### src/gpq_pkg.sv
// Shared types, constants and a helper function for the gamepad press qualifier.
// Used by every module in src; it depends on nothing else.

package gpq_pkg;

    // Field widths fixed by the poll and result formats.
    localparam int BUTTON_W     = 16;
    localparam int TRIGGER_W    = 8;
    localparam int AXIS_W       = 16;
    localparam int LEVEL_W      = 15;
    localparam int RETRY_W      = 7;
    localparam int LFSR_W       = 16;
    localparam int CFG_INDEX_W  = 3;
    localparam int CFG_DATA_W   = 16;

    // Lane counts carried by the poll fields, and their defaults.
    localparam int AXIS_PORTS        = 4;
    localparam int TRIGGER_PORTS     = 2;
    localparam int AXIS_COUNT_DEF    = 4;
    localparam int TRIGGER_COUNT_DEF = 2;

    // Buttons that produce press pulses, and the offset generator.
    localparam logic [BUTTON_W-1:0] TRACKED_MASK = 16'hF3FF;
    localparam logic [LFSR_W-1:0]   LFSR_TAPS    = 16'hB400;
    localparam logic [LFSR_W-1:0]   LFSR_SEED    = 16'hACE1;
    localparam logic [RETRY_W-1:0]  RETRY_MAX    = 7'd127;

    // Register values after reset.
    localparam logic [TRIGGER_W-1:0]     TRIG_PRESS_RST  = 8'd141;
    localparam logic [TRIGGER_W-1:0]     TRIG_RELEASE_RST = 8'd127;
    localparam logic [LEVEL_W-1:0]       AXIS_PRESS_HI_RST = 15'd18022;
    localparam logic signed [AXIS_W-1:0] AXIS_PRESS_LO_RST = -16'sd18023;
    localparam logic [LEVEL_W-1:0]       AXIS_REL_HI_RST = 15'd16383;
    localparam logic signed [AXIS_W-1:0] AXIS_REL_LO_RST = -16'sd16384;
    localparam logic [RETRY_W-1:0]       RETRY_BASE_RST = 7'd60;
    localparam logic [RETRY_W-1:0]       RETRY_SPAN_RST = 7'd60;

    // Digital axis states.
    localparam logic signed [1:0] AXIS_CENTER = 2'sb00;
    localparam logic signed [1:0] AXIS_POS    = 2'sb01;
    localparam logic signed [1:0] AXIS_NEG    = 2'sb11;

    // Configuration register indexes.
    typedef enum logic [CFG_INDEX_W-1:0] {
        CFG_TRIG_PRESS   = 3'd0,
        CFG_TRIG_RELEASE = 3'd1,
        CFG_AXIS_PRESS_HI = 3'd2,
        CFG_AXIS_PRESS_LO = 3'd3,
        CFG_AXIS_REL_HI  = 3'd4,
        CFG_AXIS_REL_LO  = 3'd5,
        CFG_RETRY_BASE   = 3'd6,
        CFG_RETRY_SPAN   = 3'd7
    } cfg_index_t;

    // Threshold sets handed to the lanes.
    typedef struct packed {
        logic [TRIGGER_W-1:0] press;
        logic [TRIGGER_W-1:0] release_lvl;
    } trig_thr_t;

    typedef struct packed {
        logic [LEVEL_W-1:0]       press_hi;
        logic signed [AXIS_W-1:0] press_lo;
        logic [LEVEL_W-1:0]       rel_hi;
        logic signed [AXIS_W-1:0] rel_lo;
    } axis_thr_t;

    // One step of the Galois offset generator, shifting right.
    function automatic logic [LFSR_W-1:0] lfsr_step(input logic [LFSR_W-1:0] v);
        logic [LFSR_W-1:0] shifted;
        shifted = v >> 1;
        return v[0] ? (shifted ^ LFSR_TAPS) : shifted;
    endfunction

endpackage

### src/gpq_trigger_lane.sv
// One trigger lane: two-level hysteresis with a pulse on each new press.
// Depends on gpq_pkg for widths and the threshold type.

module gpq_trigger_lane (
    input  logic                           aclk,
    input  logic                           aresetn,
    input  logic                           update,
    input  logic                           clear,
    input  logic [gpq_pkg::TRIGGER_W-1:0]  raw,
    input  gpq_pkg::trig_thr_t             thr,
    output logic                           held_next,
    output logic                           pulse
);
    import gpq_pkg::*;

    logic held_reg;

    // The press test wins over the release test when the levels overlap.
    always_comb begin
        held_next = held_reg;
        pulse     = 1'b0;
        if (raw >= thr.press) begin
            held_next = 1'b1;
            pulse     = !held_reg;
        end else if (raw <= thr.release_lvl) begin
            held_next = 1'b0;
        end
    end

    // Held state, cleared by a failed or skipped poll.
    always_ff @(posedge aclk) begin
        if (!aresetn) begin
            held_reg <= 1'b0;
        end else if (clear) begin
            held_reg <= 1'b0;
        end else if (update) begin
            held_reg <= held_next;
        end
    end

endmodule

### src/gpq_axis_lane.sv
// One stick axis lane: three-state hysteresis with a pulse per newly entered direction.
// Depends on gpq_pkg for widths, axis state codes and the threshold type.

module gpq_axis_lane #(
    parameter bit VERTICAL = 1'b0
) (
    input  logic                              aclk,
    input  logic                              aresetn,
    input  logic                              update,
    input  logic                              clear,
    input  logic signed [gpq_pkg::AXIS_W-1:0] raw,
    input  gpq_pkg::axis_thr_t                thr,
    output logic signed [1:0]                 state_next,
    output logic [1:0]                        pulse
);
    import gpq_pkg::*;

    logic signed [1:0] state_reg;
    logic hi_hit;
    logic lo_hit;
    logic first_hit;
    logic second_hit;
    logic in_center;

    // Raw-unit compares; vertical axes are inverted, so the low band means down.
    assign hi_hit     = raw >= $signed({1'b0, thr.press_hi});
    assign lo_hit     = raw <= $signed(thr.press_lo);
    assign first_hit  = VERTICAL ? lo_hit : hi_hit;
    assign second_hit = VERTICAL ? hi_hit : lo_hit;
    assign in_center  = (raw <= $signed({1'b0, thr.rel_hi})) && (raw >= $signed(thr.rel_lo));

    // Press tests come first; a value between the bands keeps the state.
    always_comb begin
        state_next = state_reg;
        pulse      = 2'b00;
        if (first_hit) begin
            state_next = AXIS_POS;
            pulse[0]   = (state_reg != AXIS_POS);
        end else if (second_hit) begin
            state_next = AXIS_NEG;
            pulse[1]   = (state_reg != AXIS_NEG);
        end else if (in_center) begin
            state_next = AXIS_CENTER;
        end
    end

    // Direction state, cleared by a failed or skipped poll.
    always_ff @(posedge aclk) begin
        if (!aresetn) begin
            state_reg <= AXIS_CENTER;
        end else if (clear) begin
            state_reg <= AXIS_CENTER;
        end else if (update) begin
            state_reg <= state_next;
        end
    end

endmodule

### src/gpq_retry_unit.sv
// Background remainder unit: next offset-generator value modulo the retry span.
// Restoring method, one dividend bit per cycle; depends on gpq_pkg for widths.

module gpq_retry_unit (
    input  logic                         aclk,
    input  logic                         aresetn,
    input  logic                         kill,
    input  logic [gpq_pkg::LFSR_W-1:0]   dividend,
    input  logic [gpq_pkg::RETRY_W-1:0]  span,
    output logic                         rem_valid,
    output logic [gpq_pkg::RETRY_W-1:0]  rem
);
    import gpq_pkg::*;

    localparam int CNT_W = $clog2(LFSR_W);
    localparam logic [CNT_W-1:0] LAST_STEP = CNT_W'(LFSR_W - 1);

    logic                busy_reg;
    logic                valid_reg;
    logic [CNT_W-1:0]    cnt_reg;
    logic [LFSR_W-1:0]   div_reg;
    logic [RETRY_W-1:0]  rem_reg;
    logic [RETRY_W:0]    trial;
    logic [RETRY_W-1:0]  rem_step;

    // One restoring step: bring down the next bit and subtract the span if it fits.
    assign trial    = {rem_reg, div_reg[LFSR_W-1]};
    assign rem_step = (trial >= {1'b0, span}) ? RETRY_W'(trial - {1'b0, span})
                                              : trial[RETRY_W-1:0];

    // A span of zero gives no offset.
    assign rem_valid = valid_reg;
    assign rem       = (span == '0) ? '0 : rem_reg;

    // Control: start whenever no result is held, abort on kill.
    always_ff @(posedge aclk) begin
        if (!aresetn) begin
            busy_reg  <= 1'b0;
            valid_reg <= 1'b0;
            cnt_reg   <= '0;
        end else if (kill) begin
            busy_reg  <= 1'b0;
            valid_reg <= 1'b0;
        end else if (busy_reg) begin
            cnt_reg <= cnt_reg + 1'b1;
            if (cnt_reg == LAST_STEP) begin
                busy_reg  <= 1'b0;
                valid_reg <= 1'b1;
            end
        end else if (!valid_reg) begin
            busy_reg <= 1'b1;
            cnt_reg  <= '0;
        end
    end

    // Datapath: load the dividend at start, then shift it through.
    always_ff @(posedge aclk) begin
        if (busy_reg) begin
            div_reg <= div_reg << 1;
            rem_reg <= rem_step;
        end else if (!valid_reg) begin
            div_reg <= dividend;
            rem_reg <= '0;
        end
    end

endmodule

### src/gamepad_press_qualifier.sv
// Top level of the gamepad press qualifier: link control, lanes, merge and output register.
// Depends on gpq_pkg, gpq_trigger_lane, gpq_axis_lane and gpq_retry_unit.

// The block takes one gamepad poll per cycle when not stalled and returns one qualified result
// per poll through an output register, so a poll may be accepted while the previous result is
// still waiting. Triggers and stick axes are handled in parallel lanes whose findings are merged
// with the button edges into the result. The retry wait used after a failed poll is prepared
// ahead of time by a remainder unit that loads the dividend and then works through its 16 bit
// steps; it runs after reset, after each write to retry_span and after each failed poll. Apart
// from a full output register, s_ready stays low only while that value is not ready and the next
// poll would be consulted, so the block stalls after reset, after a retry_span write, or after a
// failed poll whose retry wait runs out before the next value is ready, and otherwise accepts a
// poll in every cycle that the output register can take it. Configuration writes are always taken.

module gamepad_press_qualifier #(
    parameter int AXIS_COUNT    = gpq_pkg::AXIS_COUNT_DEF,
    parameter int TRIGGER_COUNT = gpq_pkg::TRIGGER_COUNT_DEF
) (
    input  logic                                 aclk,
    input  logic                                 aresetn,
    // Configuration write channel.
    input  logic                                 cfg_valid,
    output logic                                 cfg_ready,
    input  logic [gpq_pkg::CFG_INDEX_W-1:0]      cfg_index,
    input  logic [gpq_pkg::CFG_DATA_W-1:0]       cfg_data,
    // Poll channel.
    input  logic                                 s_valid,
    output logic                                 s_ready,
    input  logic                                 s_poll_answered,
    input  logic [gpq_pkg::BUTTON_W-1:0]         s_button_word,
    input  logic [gpq_pkg::TRIGGER_W-1:0]        s_left_trigger,
    input  logic [gpq_pkg::TRIGGER_W-1:0]        s_right_trigger,
    input  logic signed [gpq_pkg::AXIS_W-1:0]    s_left_stick_x,
    input  logic signed [gpq_pkg::AXIS_W-1:0]    s_left_stick_y,
    input  logic signed [gpq_pkg::AXIS_W-1:0]    s_right_stick_x,
    input  logic signed [gpq_pkg::AXIS_W-1:0]    s_right_stick_y,
    // Result channel.
    output logic                                 m_valid,
    input  logic                                 m_ready,
    output logic                                 m_is_connected,
    output logic                                 m_poll_used,
    output logic [gpq_pkg::BUTTON_W-1:0]         m_buttons_held,
    output logic [gpq_pkg::BUTTON_W-1:0]         m_button_pulses,
    output logic [1:0]                           m_trigger_pulses,
    output logic [1:0]                           m_trigger_states,
    output logic [7:0]                           m_stick_pulses,
    output logic signed [1:0]                    m_left_x_state,
    output logic signed [1:0]                    m_left_y_state,
    output logic signed [1:0]                    m_right_x_state,
    output logic signed [1:0]                    m_right_y_state
);
    import gpq_pkg::*;

    localparam int AXIS_LANES = (AXIS_COUNT < AXIS_PORTS) ? AXIS_COUNT : AXIS_PORTS;
    localparam int TRIG_LANES = (TRIGGER_COUNT < TRIGGER_PORTS) ? TRIGGER_COUNT : TRIGGER_PORTS;

    // Configuration registers.
    trig_thr_t          trig_thr_reg;
    axis_thr_t          axis_thr_reg;
    logic [RETRY_W-1:0] retry_base_reg;
    logic [RETRY_W-1:0] retry_span_reg;

    // Link tracking state.
    logic                link_up_reg;
    logic [RETRY_W-1:0]  countdown_reg;
    logic [LFSR_W-1:0]   lfsr_reg;
    logic [BUTTON_W-1:0] last_buttons_reg;

    // Output register.
    logic                 out_valid_reg;
    logic                 out_connected_reg;
    logic                 out_used_reg;
    logic [BUTTON_W-1:0]  out_held_reg;
    logic [BUTTON_W-1:0]  out_bpulse_reg;
    logic [1:0]           out_tpulse_reg;
    logic [1:0]           out_tstate_reg;
    logic [7:0]           out_spulse_reg;
    logic signed [1:0]    out_axis_reg [AXIS_PORTS];

    // Per-tick decode.
    logic               cfg_write;
    logic               accept;
    logic               used;
    logic               run;
    logic               fail;
    logic               span_write;
    logic               wait_valid;
    logic [RETRY_W-1:0] wait_rem;
    logic [RETRY_W:0]   wait_sum;
    logic [RETRY_W-1:0] wait_next;

    // Lane inputs and findings.
    logic [TRIGGER_W-1:0]     trig_raw [TRIGGER_PORTS];
    logic                     trig_held [TRIGGER_PORTS];
    logic                     trig_pulse [TRIGGER_PORTS];
    logic signed [AXIS_W-1:0] axis_raw [AXIS_PORTS];
    logic signed [1:0]        axis_next [AXIS_PORTS];
    logic [1:0]               axis_pulse [AXIS_PORTS];

    // Merged result.
    logic [1:0] tpulse_merged;
    logic [1:0] tstate_merged;
    logic [7:0] spulse_merged;

    assign trig_raw[0] = s_left_trigger;
    assign trig_raw[1] = s_right_trigger;
    assign axis_raw[0] = s_left_stick_x;
    assign axis_raw[1] = s_left_stick_y;
    assign axis_raw[2] = s_right_stick_x;
    assign axis_raw[3] = s_right_stick_y;

    // Handshake and poll decode.
    assign cfg_ready  = 1'b1;
    assign cfg_write  = cfg_valid && cfg_ready;
    assign used       = link_up_reg || (countdown_reg == '0);
    assign s_ready    = (!out_valid_reg || m_ready) && (wait_valid || !used);
    assign accept     = s_valid && s_ready;
    assign run        = used && s_poll_answered;
    assign fail       = accept && used && !s_poll_answered;
    assign span_write = cfg_write && (cfg_index == CFG_RETRY_SPAN);

    // Retry wait: base plus the prepared offset, saturated.
    assign wait_sum  = {1'b0, retry_base_reg} + {1'b0, wait_rem};
    assign wait_next = wait_sum[RETRY_W] ? RETRY_MAX : wait_sum[RETRY_W-1:0];

    gpq_retry_unit u_retry (
        .aclk      (aclk),
        .aresetn   (aresetn),
        .kill      (fail || span_write),
        .dividend  (lfsr_step(lfsr_reg)),
        .span      (retry_span_reg),
        .rem_valid (wait_valid),
        .rem       (wait_rem)
    );

    // Trigger lanes; slots without a lane report released.
    for (genvar i = 0; i < TRIGGER_PORTS; i++) begin : g_trig
        if (i < TRIG_LANES) begin : g_lane
            gpq_trigger_lane u_lane (
                .aclk      (aclk),
                .aresetn   (aresetn),
                .update    (accept && run),
                .clear     (accept && !run),
                .raw       (trig_raw[i]),
                .thr       (trig_thr_reg),
                .held_next (trig_held[i]),
                .pulse     (trig_pulse[i])
            );
        end else begin : g_none
            assign trig_held[i]  = 1'b0;
            assign trig_pulse[i] = 1'b0;
        end
        assign tpulse_merged[i] = run && trig_pulse[i];
        assign tstate_merged[i] = run && trig_held[i];
    end

    // Axis lanes; odd slots are vertical. Slots without a lane report centre.
    for (genvar i = 0; i < AXIS_PORTS; i++) begin : g_axis
        if (i < AXIS_LANES) begin : g_lane
            gpq_axis_lane #(
                .VERTICAL ((i % 2) == 1)
            ) u_lane (
                .aclk       (aclk),
                .aresetn    (aresetn),
                .update     (accept && run),
                .clear      (accept && !run),
                .raw        (axis_raw[i]),
                .thr        (axis_thr_reg),
                .state_next (axis_next[i]),
                .pulse      (axis_pulse[i])
            );
        end else begin : g_none
            assign axis_next[i]  = AXIS_CENTER;
            assign axis_pulse[i] = 2'b00;
        end
        assign spulse_merged[(i / 2) * 4 + (i % 2) * 2 +: 2] = run ? axis_pulse[i] : 2'b00;
    end

    // Configuration writes.
    always_ff @(posedge aclk) begin
        if (!aresetn) begin
            trig_thr_reg.press       <= TRIG_PRESS_RST;
            trig_thr_reg.release_lvl <= TRIG_RELEASE_RST;
            axis_thr_reg.press_hi    <= AXIS_PRESS_HI_RST;
            axis_thr_reg.press_lo    <= AXIS_PRESS_LO_RST;
            axis_thr_reg.rel_hi      <= AXIS_REL_HI_RST;
            axis_thr_reg.rel_lo      <= AXIS_REL_LO_RST;
            retry_base_reg           <= RETRY_BASE_RST;
            retry_span_reg           <= RETRY_SPAN_RST;
        end else if (cfg_write) begin
            case (cfg_index)
                CFG_TRIG_PRESS:    trig_thr_reg.press       <= cfg_data[TRIGGER_W-1:0];
                CFG_TRIG_RELEASE:  trig_thr_reg.release_lvl <= cfg_data[TRIGGER_W-1:0];
                CFG_AXIS_PRESS_HI: axis_thr_reg.press_hi    <= cfg_data[LEVEL_W-1:0];
                CFG_AXIS_PRESS_LO: axis_thr_reg.press_lo    <= $signed(cfg_data);
                CFG_AXIS_REL_HI:   axis_thr_reg.rel_hi      <= cfg_data[LEVEL_W-1:0];
                CFG_AXIS_REL_LO:   axis_thr_reg.rel_lo      <= $signed(cfg_data);
                CFG_RETRY_BASE:    retry_base_reg           <= cfg_data[RETRY_W-1:0];
                CFG_RETRY_SPAN:    retry_span_reg           <= cfg_data[RETRY_W-1:0];
                default: begin
                end
            endcase
        end
    end

    // Link state: an answered poll connects, a failed one starts a retry wait,
    // and a skipped one counts the wait down.
    always_ff @(posedge aclk) begin
        if (!aresetn) begin
            link_up_reg      <= 1'b1;
            countdown_reg    <= '0;
            lfsr_reg         <= LFSR_SEED;
            last_buttons_reg <= '0;
        end else if (accept) begin
            if (run) begin
                link_up_reg      <= 1'b1;
                last_buttons_reg <= s_button_word;
            end else begin
                last_buttons_reg <= '0;
                if (used) begin
                    link_up_reg   <= 1'b0;
                    lfsr_reg      <= lfsr_step(lfsr_reg);
                    countdown_reg <= wait_next;
                end else begin
                    countdown_reg <= countdown_reg - 1'b1;
                end
            end
        end
    end

    // Output register valid flag.
    always_ff @(posedge aclk) begin
        if (!aresetn) begin
            out_valid_reg <= 1'b0;
        end else if (accept) begin
            out_valid_reg <= 1'b1;
        end else if (m_ready) begin
            out_valid_reg <= 1'b0;
        end
    end

    // Merged result captured on each poll transfer.
    always_ff @(posedge aclk) begin
        if (accept) begin
            out_connected_reg <= run;
            out_used_reg      <= used;
            out_held_reg      <= run ? s_button_word : '0;
            out_bpulse_reg    <= run ? (s_button_word & ~last_buttons_reg & TRACKED_MASK) : '0;
            out_tpulse_reg    <= tpulse_merged;
            out_tstate_reg    <= tstate_merged;
            out_spulse_reg    <= spulse_merged;
            for (int i = 0; i < AXIS_PORTS; i++) begin
                out_axis_reg[i] <= run ? axis_next[i] : AXIS_CENTER;
            end
        end
    end

    assign m_valid          = out_valid_reg;
    assign m_is_connected   = out_connected_reg;
    assign m_poll_used      = out_used_reg;
    assign m_buttons_held   = out_held_reg;
    assign m_button_pulses  = out_bpulse_reg;
    assign m_trigger_pulses = out_tpulse_reg;
    assign m_trigger_states = out_tstate_reg;
    assign m_stick_pulses   = out_spulse_reg;
    assign m_left_x_state   = out_axis_reg[0];
    assign m_left_y_state   = out_axis_reg[1];
    assign m_right_x_state  = out_axis_reg[2];
    assign m_right_y_state  = out_axis_reg[3];

endmodule
### config.mk
export PLATFORM = sky130hd
export DESIGN_NAME = gamepad_press_qualifier
export DESIGN_NICKNAME = d
export VERILOG_FILES = /design/src/gpq_pkg.sv /design/src/gpq_trigger_lane.sv /design/src/gpq_axis_lane.sv /design/src/gpq_retry_unit.sv /design/src/gamepad_press_qualifier.sv
export SDC_FILE = /design/constraint.sdc
export NUM_CORES = 1
export LEC_CHECK = 0
export BUFFER_PORTS_ARGS = -buffer_cell sky130_fd_sc_hd__clkbuf_2
export CORE_MARGIN = 1.5
export CORE_UTILIZATION = 40
export CTS_CLUSTER_DIAMETER = 60
export CTS_CLUSTER_SIZE = 24
export DETAILED_ROUTE_END_ITERATION = 10
export GPL_TIMING_DRIVEN = 0
export PLACE_DENSITY_LB_ADDON = 0.15
export SLEW_MARGIN = 20
export SYNTH_ARGS = -nofsm -noshare
export SYNTH_HDL_FRONTEND = slang
export SYNTH_HIERARCHICAL = 1
export SYNTH_SLANG_ARGS = --single-unit
### constraint.sdc
create_clock -name aclk -period 4.8 [get_ports aclk]
set_input_delay 0.24 -clock aclk [delete_from_list [all_inputs] [get_ports aclk]]
set_output_delay 0.24 -clock aclk [all_outputs]
set_load 0.05 [all_outputs]
==> metrics.cfg, run 1 <==
[logic_synthesis]
ys_warn_count=6
yosys_register_bits=222
synth_commonest_cells=inv_1 (315), ha_1 (296), nand2_1 (264)
synth_compound_area_share_pct=16.8
netlist.area_leader.share_pct=21.9
synth-seq-area-share_pct=30.7
synth_cell_types=84
avgSynthCellArea_sq_um=8.57
synth_edf_count=74
synth.most_common_cell=inv_1
syn_inst=1972
synthTopCellsByArea=ha_1 (22%), dfxtp_1 (18%), edfxtp_1 (13%)
synthXorXnorAreaFrac_pct=0.622
synthMuxAreaShare_pct=1.75
synthAdderAreaFrac_pct=22.1
synth_top_family_by_area=adder cells
yosysTopAreaCell=ha_1
synthSimpleGateAreaFrac_pct=19.3
synth_ff_type=dfxtp_1
async_reset_ff_share_pct=0
synth_area_sq_um=16900

[die]
die_w_um=209
initial_utilization_pct=40.4
rows=75
die_y_um=209
coreArea_sq_um=41900
io_pins=178
die_area_sq_um=43500

[placed_design]
place_inst=2678
routabilityCongestion=0.933
portBuffers=165
dpl.hpwl_um=42600

[setup_path]
r2r_slack_ns=1.69
worstSetupEndpointType=flip-flop
required_ns=5.26
setup.worst_path.class=reg2reg
slowest_stage=and2_1
critPathMaxStageDelay_ns=0.51
arrival_ns=3.57
start_kind=flip-flop
rr_startpoint=countdown_reg[0]$_SDFFE_PN0P_
path_max_fanout=36
reg2regPathDepth=11
crit_path_start=countdown_reg[0]$_SDFFE_PN0P_
crit_top_cell=inv_1
r2r_end=g_axis[0].g_lane.u_lane/state_reg[0]$_SDFFE_PP0P_
path_cells=inv_1 -> ha_1 -> a31oi_4 -> buf_6 -> o21ai_2 -> inv_2 -> buf_12 -> and2_1 -> inv_1 -> o31a_1 -> o21a_1
crit_end=g_axis[0].g_lane.u_lane/state_reg[0]$_SDFFE_PP0P_

[cts]
clk_latency_ns=0.56
clkSinkCount=222
cts_tree=done
clkTransAtPathRegs_ns=0.07
hold_buffers=20
numCtsBuffers=26
cts.repair.resized=0
cts.path.max_buffers=3
cts_root_buffer=clkbuf_16
post_cts_buffers=0
ctsHtreeMaxLevel=1

[finish]
final_nets=2606
seqCellArea_sq_um=5180
instances_no_fill=2746
diodes=0
layout-drive-gt1-share_pct=13.0
syn_to_final_growth_pct=15.9
multiInputGateArea_sq_um=10300
utilization_pct=46.8
largest_reg_flops=62
fillers=4146

[drt]
wire_per_inst_um=19.2
drc=0
drt-total-wl_um=52600
dr.pass1.iters=5
drt_iter0_drc=912
ant_nets=0
vias=14900
routed_via_density=5.44

[sta]
worst_pin_slew_ns=1.02
hold_viol=0
final.setup.tns_ns=0
final-max-slew-violation-count=0
skew_ns=0.0301
setup_viol=0
min_period_over_period_pct=64.9
relSlewSlack_pct=32.0
period_minus_slack_ns=3.11
rsz0062_at_grt=no
max_freq_ghz=0.321
hold_ws_ns=0.0178

[grt]
grt.overflow.total=0
antenna_found_initial=1
grt_pass1_wl_um=80900
grt_max_degree=37
grt_usage_pct=24.0
grt_pass1_vias=14600

[pwr]
power_w=0.00499
power.density_nw_per_um2=255
p_leak_nw=9.76
ir_worst_vdd_mv=0.214

[job]
cap_violations=0

[status]
status=finished, final reports clean

[hold_path]
holdCritPathClass=in2reg

## report_power, final
group          internal [W]  switching, W  total, W
registers           0.00197     0.0000515   0.00203
clock network       0.00121      0.000936   0.00215
logic              0.000333      0.000482  0.000815
## layout make-up
class	count	share of cell area, %
Sequential cell	222	26.5
Tap cell	539	3.44
Multi-Input combinational cell	1380	52.4
Buffer	53	1.40
Inverter	318	6.09
Clock inverter	19	1.35
Timing Repair Buffer	186	5.34
Clock buffer	29	3.54
## placed cells by master (no fill, tap or decap), drive strengths merged, types with 19 or more instances in the layout
master       instances
a21oi               91
and3                45
nand3               94
a31oi               19
dfxtp              148
clkbuf             235
ha                 296
o21ai               55
a21o                33
edfxtp              74
a21boi              46
nand2              264
dlygate4sd3         20
nor2b               46
o211ai              25
mux2i               25
inv                326
nand4               44
nor2                55
a22o                29
## critical path, delay by kind of cell (launching register included)
kind	cells	cell delay [ns]
buffers and inverters	5	1.05
AO/OA/AOI/OAI	4	0.78
AND/OR/NAND/NOR	1	0.51
flip-flops	1	0.37
adder cells (fa/ha/maj)	1	0.30
## routing by layer
layer | share of wire (%) | track usage, %
met5 | 0 | 0
met3 | 5.8 | 3.82
met1 | 46 | 32.0
met4 | 3.1 | 7.82
met2 | 45 | 39.7
## stage by stage
stage / instance area (sq um) / setup WS, ns
after CTS: 19600 / 1.67
after floorplan: 16900 / 1.56
after global routing: 19600 / 1.42
after global placement: 18400 / 0.756
after detailed placement: 18400 / 1.68
final: 19600 / 1.69
## how the worst min path moves through the flow
| stage | from | endpoint | slack (ns) | cells past startpoint |
|---|---|---|---|---|
| after global routing | cfg_data[10] | axis_thr_reg[41]$_SDFFE_PN0P_ | 0.05 | 3 |
| final | cfg_data[10] | axis_thr_reg[41]$_SDFFE_PN0P_ | 0.02 | 3 |
| after detailed placement | retry_span_reg[5]$_SDFFE_PN1P_ | retry_span_reg[5]$_SDFFE_PN1P_ | 0.46 | 2 |
| after global placement | retry_span_reg[1]$_SDFFE_PN0P_ | retry_span_reg[1]$_SDFFE_PN0P_ | 0.46 | 2 |
| after floorplan | cfg_data[14] | axis_thr_reg[14]$_SDFFE_PN1P_ | 0.36 | 2 |
| after CTS | cfg_data[11] | axis_thr_reg[58]$_SDFFE_PN0P_ | 0.007 | 3 |
## logic make-up (layout without fill, tap and decap cells)
kind of cell / Yosys count / after routing
compound gates: 392 / 392
xor+xnor: 12 / 12
fa+ha+maj: 298 / 298
buf+inv: 371 / 605
flops: 222 / 222
mux: 29 / 29
other cells: 2 / 3
simple gates: 646 / 646
(Power assumes the default switching activity.)
==> run 2: changes to the inputs <==
Settings changed: ABC_AREA from default to 1.
Clock period 4.8 ns to 2.5 ns, I/O delays scaled along.
==> metrics.cfg, run 2 <==
[status]
status=finished, final reports clean

[drt]
drt-total-wl_um=53200
ant_nets=0
dr.pass1.iters=5
wire_per_inst_um=16.1
vias=16300
drt_iter0_drc=984
routed_via_density=4.93
drc=0

[placed_design]
dpl.hpwl_um=42800
portBuffers=166
place_ws_ns=-0.637
routabilityCongestion=0.892

[cts]
cts.path.max_buffers=3
cts_tree=done
cts_root_buffer=clkbuf_16
clk_latency_ns=0.53
clkTransAtPathRegs_ns=0.09
numCtsBuffers=21
clkSinkCount=222
ctsHtreeMaxLevel=1

[grt]
grt_pass1_wl_um=83200
antenna_found_initial=6
grt_usage_pct=23.9
grt_max_degree=32
grt.overflow.total=0
grt_pass1_vias=15500

[sta]
max_freq_ghz=0.423
relSlewSlack_pct=45.9
setup_viol=0
min_period_over_period_pct=94.5
period_minus_slack_ns=2.36
setup_slack_ns=0.138
worst_pin_slew_ns=0.808
final-max-slew-violation-count=0
skew_ns=0.0312
hold_viol=0

[setup_path]
rr_startpoint=axis_thr_reg[60]$_SDFFE_PN0P_
r2r_end=out_axis_reg[2][1]$_SDFFCE_PP0N_
required_ns=2.77
path_cells=inv_1 -> ha_1 -> nand2_1 -> nor4_2 -> nand3_1 -> a21boi_2 -> o21ai_2 -> nand2_1 -> inv_1 -> nor2_1
critPathTopFamily=simple AND/OR/NAND/NOR gates
path_max_fanout=5
reg2regPathDepth=10
start_kind=flip-flop
setup.worst_path.class=reg2reg
worstSetupEndpointType=flip-flop
critPathMaxStageDelay_ns=0.48
arrival_ns=2.63
cp.buffers_inverters=2
slowest_stage=dfxtp_1
r2r_slack_ns=0.14

[logic_synthesis]
synth_ff_type=dfxtp_1
synth-seq-area-share_pct=29.9
syn_inst=2476
yosysTopAreaCell=ha_1
synthTopCellsByArea=ha_1 (21%), dfxtp_1 (17%), edfxtp_1 (13%)
synth_commonest_cells=nand2_1 (578), inv_1 (493), ha_1 (296)
synth_edf_count=74
synth_cell_types=49
ys_warn_count=6
synth.most_common_cell=nand2_1
synth_area_sq_um=17300
async_reset_ff_share_pct=0
netlist.area_leader.share_pct=21.4
avgSynthCellArea_sq_um=7.01
yosys_register_bits=222

[job]
cap_violations=0

[die]
io_pins=178
initial_utilization_pct=40.4
die_area_sq_um=44600
coreArea_sq_um=42900
die_y_um=211
rows=76
die_w_um=211

[pwr]
ir_worst_vdd_mv=0.499
p_leak_nw=11.3
power.density_nw_per_um2=512
power_w=0.0103

[finish]
syn_to_final_growth_pct=16.5
layout-drive-gt1-share_pct=12.4
seqCellArea_sq_um=5210
fillers=4406
final_cell_mix=nand2_1 (575), inv_1 (490), ha_1 (294)
final_nets=3118
layout_commonest_cell=nand2_1
multiInputGateArea_sq_um=10100
largest_reg_flops=62
utilization_pct=47.1

[hold_path]
min_to=axis_thr_reg[49]$_SDFFE_PN1P_
holdCritPathClass=in2reg
min_from=cfg_data[2]
hold_depth=3

run 2: area by class of cell:
type / count / area share, %
sequential: 222 / 25.8
multi-input combinational: 1697 / 50.2
tap: 585 / 3.62
antenna: 3 / 0.0371
timing repair inverter: 3 / 0.0990
buffer: 49 / 1.18
inverter: 508 / 9.46
clock inverter: 13 / 0.786
clock buffer: 25 / 3.04
timing repair buffer: 197 / 5.79
run 2: worst register-to-register path, stage by stage (launching register included):
cell      delay, ns
dfxtp_1        0.48
inv_1          0.08
ha_1           0.30
nand2_1        0.09
nor4_2         0.41
nand3_1        0.21
a21boi_2       0.25
o21ai_2        0.11
nand2_1        0.09
inv_1          0.06
nor2_1         0.03
run 2: timing repair:
action / 4_1_cts / 5_1_grt
buffers inserted: 1 / 2
pin swaps: 1 / 4
endpoints found under the hold margin: 76 / 0
gates resized for setup: 14 / 43
hold buffers: 26 / 0
gates cloned: 4 / 1
setup endpoints to repair: 19 / 31
run 2: power by group:
group	switching, W	internal (W)
Combinational	0.00173	0.00102
Clock	0.00164	0.00195
Sequential	0.000131	0.00387
run 2: worst max path at each step:
stage                                   from                                            end  slack, ns  depth (start not counted)
2_1_floorplan  countdown_reg[0]$_SDFFE_PN0P_  g_trig[0].g_lane.u_lane/held_reg$_SDFFE_PP0P_       0.09                         16
5_1_grt        axis_thr_reg[48]$_SDFFE_PN1P_                m_stick_pulses[7]$_SDFFCE_PP0N_      -0.02                         14
3_5_place_dp   countdown_reg[0]$_SDFFE_PN0P_  g_trig[1].g_lane.u_lane/held_reg$_SDFFE_PP0P_      -0.64                         16
3_3_place_gp   countdown_reg[0]$_SDFFE_PN0P_  g_trig[1].g_lane.u_lane/held_reg$_SDFFE_PP0P_      -0.60                         16
6_report       axis_thr_reg[60]$_SDFFE_PN0P_               out_axis_reg[2][1]$_SDFFCE_PP0N_       0.14                         10
4_1_cts        countdown_reg[0]$_SDFFE_PN0P_                u_retry/cnt_reg[3]$_SDFFE_PN0P_       0.02                         14
run 2: cell families after synthesis:
kind of cell    count (synthesis)  share of synthesized area [%]
compound gates                261                           8.01
xor+xnor                       11                          0.555
fa+ha+maj                     298                           21.6
buf+inv                       558                           12.3
flops                         222                           29.9
other cells                     2                         0.0433
simple gates                 1124                           27.6
run 2: metal layers:
metal	share of wire (%)	vias to the layer above	track usage, %
met5	0.081	-	0
met4	2.7	6	6.70
met3	5.1	81	3.23
met2	45	348	39.6
met1	47	7562	32.3
li1	-	8298	-
run 2: metrics by stage:
| step | area (sq um) | std cells | TNS, ns | hold WS, ns |
|---|---|---|---|---|
| 2_1_floorplan | 17300 | 2477 | 0 | 0.251 |
| 3_3_place_gp | 18900 | 3228 | -5.80 | 0.416 |
| 3_5_place_dp | 18900 | 3228 | -6.26 | 0.415 |
| 4_1_cts | 20000 | 3297 | 0 | 0.0128 |
| 5_1_grt | 20200 | 3301 | -0.0184 | 0.0315 |
| 6_report | 20200 | 3302 | 0 | 0.0275 |
